### config.mk
export PLATFORM = sky130hd
export DESIGN_NAME = utf8_hiragana_to_katakana
export DESIGN_NICKNAME = d
export VERILOG_FILES = /design/src/rtl/core/uhk_pkg.sv /design/src/rtl/core/uhk_conv.sv /design/src/rtl/core/uhk_emit.sv /design/src/rtl/core/utf8_hiragana_to_katakana.sv
export SDC_FILE = /design/constraint.sdc
export NUM_CORES = 1
export LEC_CHECK = 0
export BUFFER_PORTS_ARGS = -buffer_cell sky130_fd_sc_hd__buf_2
export CAP_MARGIN = 20
export CORE_MARGIN = 2
export CORE_UTILIZATION = 61
export DETAILED_ROUTE_END_ITERATION = 8
export MAX_ROUTING_LAYER = met4
export PLACE_DENSITY_LB_ADDON = 0.05
export SETUP_SLACK_MARGIN = 0.5
export SYNTH_ARGS = -nofsm -noshare
export SYNTH_HDL_FRONTEND = slang
export SYNTH_SLANG_ARGS = --single-unit
### constraint.sdc
create_clock -name clk -period 4.55 [get_ports clk]
set_input_delay 0.455 -clock clk [delete_from_list [all_inputs] [get_ports clk]]
set_output_delay 0.455 -clock clk [all_outputs]
set_load 0.05 [all_outputs]
### src/rtl/core/uhk_pkg.sv
`default_nettype none
// ----------------------------------------------------------------------------
// uhk_pkg: shared types and constants for the hiragana-to-katakana converter
// Holds the result bundle, the state update bundle and the lead byte decoder.
// ----------------------------------------------------------------------------
package uhk_pkg;

	typedef logic [7:0] byte_t;

	// Up to four output bytes for one input byte, first byte in slot 0.
	typedef struct packed {
		logic [3:0][7:0] bytes;
		logic [2:0]      cnt;
		logic            done;
	} res_t;

	// Next value of the sequence state after one input byte.
	typedef struct packed {
		logic       wr_pend;
		logic [1:0] wr_idx;
		logic [1:0] pcnt;
		logic [2:0] slen;
	} nxt_t;

	localparam logic [20:0] HiraLo   = 21'h03041;
	localparam logic [20:0] HiraHi   = 21'h03096;
	localparam logic [20:0] KataOfs  = 21'h00060;
	localparam logic [20:0] Max1Byte = 21'h0007F;
	localparam logic [20:0] Max2Byte = 21'h007FF;
	localparam logic [20:0] Max3Byte = 21'h0FFFF;

	// Expected sequence length from a lead byte; zero for an invalid lead.
	function automatic logic [2:0] lead_len(input byte_t b);
		logic [2:0] len;
		if (!b[7]) begin
			len = 3'd1;
		end else if (b[7:5] == 3'b110) begin
			len = 3'd2;
		end else if (b[7:4] == 4'b1110) begin
			len = 3'd3;
		end else if (b[7:3] == 5'b11110) begin
			len = 3'd4;
		end else begin
			len = 3'd0;
		end
		return len;
	endfunction

endpackage
`default_nettype wire

### src/rtl/core/uhk_conv.sv
`default_nettype none
// ----------------------------------------------------------------------------
// uhk_conv: per-byte conversion logic
// Decodes a completed sequence, shifts hiragana to katakana, re-encodes it,
// or builds the raw pass-through list; also works out the next state.
// ----------------------------------------------------------------------------
module uhk_conv (
	input  wire  uhk_pkg::byte_t         in_byte,
	input  wire  logic                   text_end,
	input  wire  logic [2:0][7:0]        pend,
	input  wire  logic [1:0]             pcnt,
	input  wire  logic [2:0]             slen,
	output uhk_pkg::res_t                res,
	output uhk_pkg::nxt_t                nxt
);
	import uhk_pkg::*;

	logic            open_seq;
	logic            cont;
	logic            complete;
	logic            grow;
	logic [2:0]      len;
	logic            single;
	logic            emit_b;
	logic [20:0]     cp;
	logic [20:0]     cpk;
	logic [3:0][7:0] enc;
	logic [2:0]      enc_cnt;
	logic [3:0][7:0] raw;
	logic [2:0]      raw_cnt;

	always_comb begin
		open_seq = (slen != 3'd0);
		cont     = (in_byte[7:6] == 2'b10);
		complete = open_seq && cont && (({1'b0, pcnt} + 3'd1) == slen);
		grow     = open_seq && cont && !complete;
		len      = lead_len(in_byte);
		single   = (len == 3'd0) || (len == 3'd1);

		unique case (slen)
			3'd2: cp = {10'd0, pend[0][4:0], in_byte[5:0]};
			3'd3: cp = {5'd0, pend[0][3:0], pend[1][5:0], in_byte[5:0]};
			default: cp = {pend[0][2:0], pend[1][5:0], pend[2][5:0], in_byte[5:0]};
		endcase

		cpk = ((cp >= HiraLo) && (cp <= HiraHi)) ? (cp + KataOfs) : cp;

		// Shortest encoding of the (possibly shifted) code point.
		enc = '0;
		if (cpk <= Max1Byte) begin
			enc_cnt = 3'd1;
			enc[0]  = cpk[7:0];
		end else if (cpk <= Max2Byte) begin
			enc_cnt = 3'd2;
			enc[0]  = {3'b110, cpk[10:6]};
			enc[1]  = {2'b10, cpk[5:0]};
		end else if (cpk <= Max3Byte) begin
			enc_cnt = 3'd3;
			enc[0]  = {4'b1110, cpk[15:12]};
			enc[1]  = {2'b10, cpk[11:6]};
			enc[2]  = {2'b10, cpk[5:0]};
		end else begin
			enc_cnt = 3'd4;
			enc[0]  = {5'b11110, cpk[20:18]};
			enc[1]  = {2'b10, cpk[17:12]};
			enc[2]  = {2'b10, cpk[11:6]};
			enc[3]  = {2'b10, cpk[5:0]};
		end

		// Raw list: buffered bytes in order, then the current byte if it goes out.
		raw[0] = (pcnt > 2'd0) ? pend[0] : in_byte;
		raw[1] = (pcnt > 2'd1) ? pend[1] : in_byte;
		raw[2] = (pcnt > 2'd2) ? pend[2] : in_byte;
		raw[3] = in_byte;
		emit_b = grow ? text_end : (single || text_end);
		if (grow) begin
			raw_cnt = text_end ? ({1'b0, pcnt} + 3'd1) : 3'd0;
		end else begin
			raw_cnt = {1'b0, pcnt} + {2'd0, emit_b};
		end

		res.bytes = complete ? enc : raw;
		res.cnt   = complete ? enc_cnt : raw_cnt;
		res.done  = text_end;

		// State update.
		nxt.wr_pend = grow || (!complete && !grow && !single);
		nxt.wr_idx  = grow ? pcnt : 2'd0;
		if (text_end || complete) begin
			nxt.pcnt = 2'd0;
			nxt.slen = 3'd0;
		end else if (grow) begin
			nxt.pcnt = pcnt + 2'd1;
			nxt.slen = slen;
		end else if (!single) begin
			nxt.pcnt = 2'd1;
			nxt.slen = len;
		end else begin
			nxt.pcnt = 2'd0;
			nxt.slen = 3'd0;
		end
	end

endmodule
`default_nettype wire

### src/rtl/core/uhk_emit.sv
`default_nettype none
// ----------------------------------------------------------------------------
// uhk_emit: result register and byte serialiser
// Holds the bytes of one input request and sends them out one per cycle while m_tready is high.
// ----------------------------------------------------------------------------
module uhk_emit (
	input  wire  logic          clk,
	input  wire  logic          arst_n,
	input  wire  logic          load,
	input  wire  uhk_pkg::res_t res,
	output logic                free,
	output logic                m_tvalid,
	input  wire  logic          m_tready,
	output logic [7:0]          m_tdata,
	output logic                m_tlast,
	output logic                m_tuser
);
	import uhk_pkg::*;

	logic [2:0]      cnt_q;
	logic            done_q;
	logic [3:0][7:0] data_q;
	logic            pop;

	assign pop      = m_tvalid && m_tready;
	assign free     = (cnt_q == 3'd0) || ((cnt_q == 3'd1) && m_tready);
	assign m_tvalid = (cnt_q != 3'd0);
	assign m_tdata  = data_q[0];
	assign m_tlast  = (cnt_q == 3'd1);
	assign m_tuser  = (cnt_q == 3'd1) && done_q;

	always_ff @(posedge clk or negedge arst_n) begin
		if (!arst_n) begin
			cnt_q  <= 3'd0;
			done_q <= 1'b0;
		end else if (load) begin
			cnt_q  <= res.cnt;
			done_q <= res.done;
		end else if (pop) begin
			cnt_q <= cnt_q - 3'd1;
		end
	end

	always_ff @(posedge clk) begin
		if (load) begin
			data_q <= res.bytes;
		end else if (pop) begin
			data_q <= {8'h00, data_q[3:1]};
		end
	end

	a_cnt_range: assert property (@(posedge clk) disable iff (!arst_n)
		cnt_q <= 3'd4)
		else $error("result count out of range");

	a_no_overwrite: assert property (@(posedge clk) disable iff (!arst_n)
		load |-> free)
		else $error("result register loaded while bytes still pending");

	a_drain: assert property (@(posedge clk) disable iff (!arst_n)
		(pop && (cnt_q == 3'd1) && !load) |=> (cnt_q == 3'd0))
		else $error("result register did not empty after last byte");

endmodule
`default_nettype wire

### src/rtl/core/utf8_hiragana_to_katakana.sv
// The first output byte is registered and shows in the cycle after its input is taken.
// Throughput: one input byte per cycle while each byte yields at most one result byte
// and the output is ready; a byte yielding more bytes holds the input until the single
// result register, which sends one byte per cycle while ready, is at its last byte.
// Reset: arst_n clears the sequence state and empties the result register at once.
`default_nettype none
// ----------------------------------------------------------------------------
// utf8_hiragana_to_katakana: streaming UTF-8 hiragana to katakana shift
// Buffers multi-byte UTF-8 sequences, shifts code points U+3041..U+3096 up by
// 0x60 and re-encodes them in shortest form. Bytes that do not form a valid
// sequence pass through raw, and an unfinished sequence is flushed at the end
// of the text.
// ----------------------------------------------------------------------------
module utf8_hiragana_to_katakana (
	input  wire  logic       clk,
	input  wire  logic       arst_n,
	input  wire  logic       s_tvalid,
	output logic             s_tready,
	input  wire  logic [7:0] s_tdata,   // [7:0] in_byte
	input  wire  logic       s_tlast,   // text_end
	output logic             m_tvalid,
	input  wire  logic       m_tready,
	output logic [7:0]       m_tdata,   // [7:0] out_byte
	output logic             m_tlast,   // run_last
	output logic             m_tuser    // [0] text_done
);
	import uhk_pkg::*;

	// Sequence state. The pending bytes are only read below the pending count,
	// so they need no reset.
	logic [2:0][7:0] pend_q;
	logic [1:0]      pcnt_q;
	logic [2:0]      slen_q;

	res_t res;
	nxt_t nxt;
	logic take;
	logic free;

	// A request is taken whenever the result register is empty or about to be.
	assign s_tready = free;
	assign take     = s_tvalid && s_tready;

	uhk_conv u_conv (
		.in_byte  (s_tdata),
		.text_end (s_tlast),
		.pend     (pend_q),
		.pcnt     (pcnt_q),
		.slen     (slen_q),
		.res      (res),
		.nxt      (nxt)
	);

	always_ff @(posedge clk or negedge arst_n) begin
		if (!arst_n) begin
			pcnt_q <= 2'd0;
			slen_q <= 3'd0;
		end else if (take) begin
			pcnt_q <= nxt.pcnt;
			slen_q <= nxt.slen;
		end
	end

	always_ff @(posedge clk) begin
		for (int i = 0; i < 3; i++) begin
			if (take && nxt.wr_pend && (nxt.wr_idx == 2'(i))) begin
				pend_q[i] <= s_tdata;
			end
		end
	end

	// Requests that only buffer a byte leave the result register untouched.
	uhk_emit u_emit (
		.clk      (clk),
		.arst_n   (arst_n),
		.load     (take && (res.cnt != 3'd0)),
		.res      (res),
		.free     (free),
		.m_tvalid (m_tvalid),
		.m_tready (m_tready),
		.m_tdata  (m_tdata),
		.m_tlast  (m_tlast),
		.m_tuser  (m_tuser)
	);

	// The pending count is zero exactly when no sequence is open.
	a_open_count: assert property (@(posedge clk) disable iff (!arst_n)
		(slen_q == 3'd0) == (pcnt_q == 2'd0))
		else $error("pending count and sequence length disagree");

	// An open sequence always still waits for at least one byte.
	a_pending_short: assert property (@(posedge clk) disable iff (!arst_n)
		(slen_q != 3'd0) |-> ({1'b0, pcnt_q} < slen_q))
		else $error("open sequence already complete");

	// After the final byte of a text no sequence stays open.
	a_end_clears: assert property (@(posedge clk) disable iff (!arst_n)
		(take && s_tlast) |=> (slen_q == 3'd0))
		else $error("sequence left open after end of text");

endmodule
`default_nettype wire

==> key figures <==
Cells and area
  – # fillers: 506
  – Layout cells sized above 1: 17.96%
  – Register area: 1907 um^2
  – Synth-to-layout area growth: 7.357%
  – Fin util: 68.04%
  – Inserted Diodes: 0
  – Final nets: 432
  – Multi-input gate area: 1948 um^2
  – Final Instance Count excl. Fillers: 489

CTS
  – CTS root buf: clkbuf_8
  – Clk_lat worst skew: 0.35 ns
  – CTS clk-pin slew, worst paths: 0.07 ns
  – CTS buffer count: 9
  – Max H-tree Level: 3
  – # Post-CTS Setup Buffers: 0
  – CTS Buffer Depth: 2
  – CTS Sinks: 65
  – CTS tree: yes

Timing
  – Final Hold Viols: 0
  – Worst-Margin Slew: 0.9883 ns
  – Final setup vio count: 0
  – Final slew viol count: 0
  – Fmax: 0.2718 GHz
  – Setup TNS: 0 ns
  – Layout Skew: 0.007374 ns
  – Final min period: 3.679 ns
  – Slew Limit Headroom: 34.11%
  – Worst Hold Slack: 0.4110 ns
  – RSZ-0062 raised after global routing: true
  – Fin crit share: 80.85%
  – Final critical-path setup slack: 0.8714 ns

Floorplanning
  – Num ports: 25
  – DIE WIDTH: 85.46 um
  – Initial Util: 63.38%
  – Die ar.: 7303 um^2
  – Die Ht: 85.46 um
  – Row count: 29
  – Core box area: 6386 um^2

Yosys
  – Synth top area share: 41.55%
  – Yosys warns: 0
  – Number of synthesized flops with an enable pin: 56
  – Synth Instances: 401
  – Post-synthesis mux area share: 8.779%
  – Yosys reg bits: 65
  – Dominant cells by area after synthesis: edfxtp_1 42%, dfrtp_1 5.6%, mux2_2 4.5%
  – Commonest cells in the netlist: 56 x edfxtp_1, 48 x nand2_1, 32 x nor2_1
  – XOR/XNOR Fraction of Synth Area: 1.082%
  – Post-synthesis simple-gate area fraction: 17.09%
  – Synth Area in Compound Gates: 17.06%
  – Dominant cell type by area after synthesis: edfxtp_1
  – Post-Syn Area: 4048 um^2
  – Most frequent cell after synthesis: edfxtp_1
  – Synth Area in Adders: 3.709%
  – Post-synth net total: 426
  – Main combinational cell family by area after synthesis: simple AND/OR/NAND/NOR gates
  – Post-synthesis cell type count: 62
  – Post-synthesis average cell area: 10.09 um^2
  – Most common flop cell mapped by yosys: edfxtp_1
  – Register area share after synthesis: 47.11%
  – Async set or reset register ratio after synthesis: 13.85%

Place
  – IO Port Bufs: 24
  – Hpwl dp: 7.067 mm
  – Placed cells: 472
  – Final Wtd Congestion: 0.9090
  – Dpl ws: 0.7948 ns

Critical path
  – Crit path kind: flop to flop
  – Worst R2R End: u_emit.data_q[8]
  – Crit path DAT: 3.78 ns
  – Worst endpoint required time: 4.65 ns
  – Critical Path Start Type: flop
  – Reg-to-reg slack, setup: 0.87 ns
  – Crit. End Element: flop
  – FF-to-FF Start: pcnt_q[0]
  – CP Max Fanout: 34
  – Worst R2R Path Depth: 16

Hold path
  – WHS Path Cells: 3
  – Path type of the worst min-delay path: input pin to flop
  – Hold worst-path end: u_emit.done_q
  – Min-delay src: s_tlast

Route
  – Antenna viol nets, final: 0
  – Vias: 3,233
  – DR pass1 iterations: 5
  – Remaining DRCs: 0
  – Wirelength per Cell: 20.89 um
  – Vias per cell: 6.611
  – Initial DRC count: 380
  – Final WL: 10.22 mm

Global routing
  – First-pass GRT wire length: 16.77 mm
  – Largest net degree at the start of global routing: 35
  – Antenna violations before repair: 0
  – GRT Overall Usage: 30.88%
  – Number of global-route vias before repair: 3,103
  – GRT overflow: 0

Power
  – Pleak: 1.643 nW
  – Worst VDD drop: 0.0004302 V
  – Pwr Density: 575.8 nW/um^2

Outcome
  – Outcome: finished clean

Run
  – Max-cap viol count: 0
## metrics by stage
stage                     cell area [um^2]  total power, W
final                                 4345        0.002502
after global routing                  4345        0.002650
after CTS                             4332        0.002487
after detailed placement              4136        0.002010
after global placement                4136        0.001993
after floorplan                       4050        0.001832
## metal layers
layer / wire length, um / track usage, % / up-vias
li1: - / - / 1506
met1: 4743 / 45.51 / 1545
met2: 4452 / 42.97 / 161
met3: 820 / 5.934 / 21
met4: 199 / 10.39 / 0
met5: 0 / - / -
## logic make-up after synthesis
group,count (synthesis)
AND/OR/NAND/NOR,137
XOR/XNOR,5
adder cells (fa/ha/maj),12
multiplexers,33
AO/OA/AOI/OAI,106
buffers and inverters,43
flip-flops,65
## state kept, by name, indices dropped and copies added (netlist names)
register and count:
u_emit.done_q 1, u_emit.cnt_q 3, slen_q 3, pend_q 24, u_emit.m_tdata 8, pcnt_q 2
u_emit.data_q 24
## power by group
part           leakage (nW)  internal, W  switching, W  total [W]
sequential            0.652     0.000888     0.0000783   0.000966
combinational         0.895     0.000334      0.000723    0.00106
clock                0.0962     0.000247      0.000232   0.000479
## layout make-up
| type | instances | share of cell area (%) |
|---|---|---|
| tap | 77 | 2.217 |
| multi-input combinational | 293 | 44.83 |
| clock inverter | 7 | 1.411 |
| timing repair buffer | 32 | 4.290 |
| inverter | 6 | 0.5183 |
| clock buffer | 9 | 2.851 |
| sequential | 65 | 43.88 |
## worst max-delay path: stages, from the launching register on
cell and delay (ns):
dfrtp_1 0.50, inv_1 0.16, ha_1 0.38, xnor2_1 0.22, nand3_2 0.22, nand2_1 0.21, a21o_1 0.17, ha_1 0.15
ha_1 0.24, nor2_1 0.11, nor2_1 0.04, a21oi_1 0.24, a21o_1 0.24, buf_6 0.27, nor3_1 0.09, a21oi_1 0.12
nand2_1 0.06
## worst max path at each step
stage | start | to | depth (start not counted)
6_report | pcnt_q[0] | u_emit.data_q[8] | 16
5_1_grt | pcnt_q[0] | u_emit.data_q[8] | 16
4_1_cts | pcnt_q[0] | u_emit.data_q[8] | 16
3_5_place_dp | pcnt_q[0] | u_emit.data_q[8] | 16
3_3_place_gp | pcnt_q[0] | u_emit.data_q[18] | 13
2_1_floorplan | pcnt_q[0] | u_emit.data_q[10] | 15
## repair_timing
action	in CTS	in global routing
hold buffers	1	0
setup endpoints to repair	0	49
hold endpoints to repair	9	0
resized for setup	0	3
## cell usage in the layout, fill, tap and decap left out, types with 3 or more instances in the layout
cell      count
a211oi_1      3
a21o_1        3
a21oi_1      21
a221oi_1      4
a31oi_1       7
and2_1        4
and3_1       10
and4b_1       4
buf_2        24
buf_4         6
clkbuf_8      9
clkinv_2      4
dfrtp_1       9
edfxtp_1     56
ha_1         12
inv_1         6
mux2_2       16
mux2i_1      16
nand2_1      47
nand2b_1      4
nand3_1       7
nor2_1       32
nor3_1        8
o21a_1        3
o21ai_0      29
o22ai_1       3
o31ai_1       5
o41ai_1       3
or4_1         3
xnor2_1       4
No activity file was read; power rests on OpenSTA's default activity.
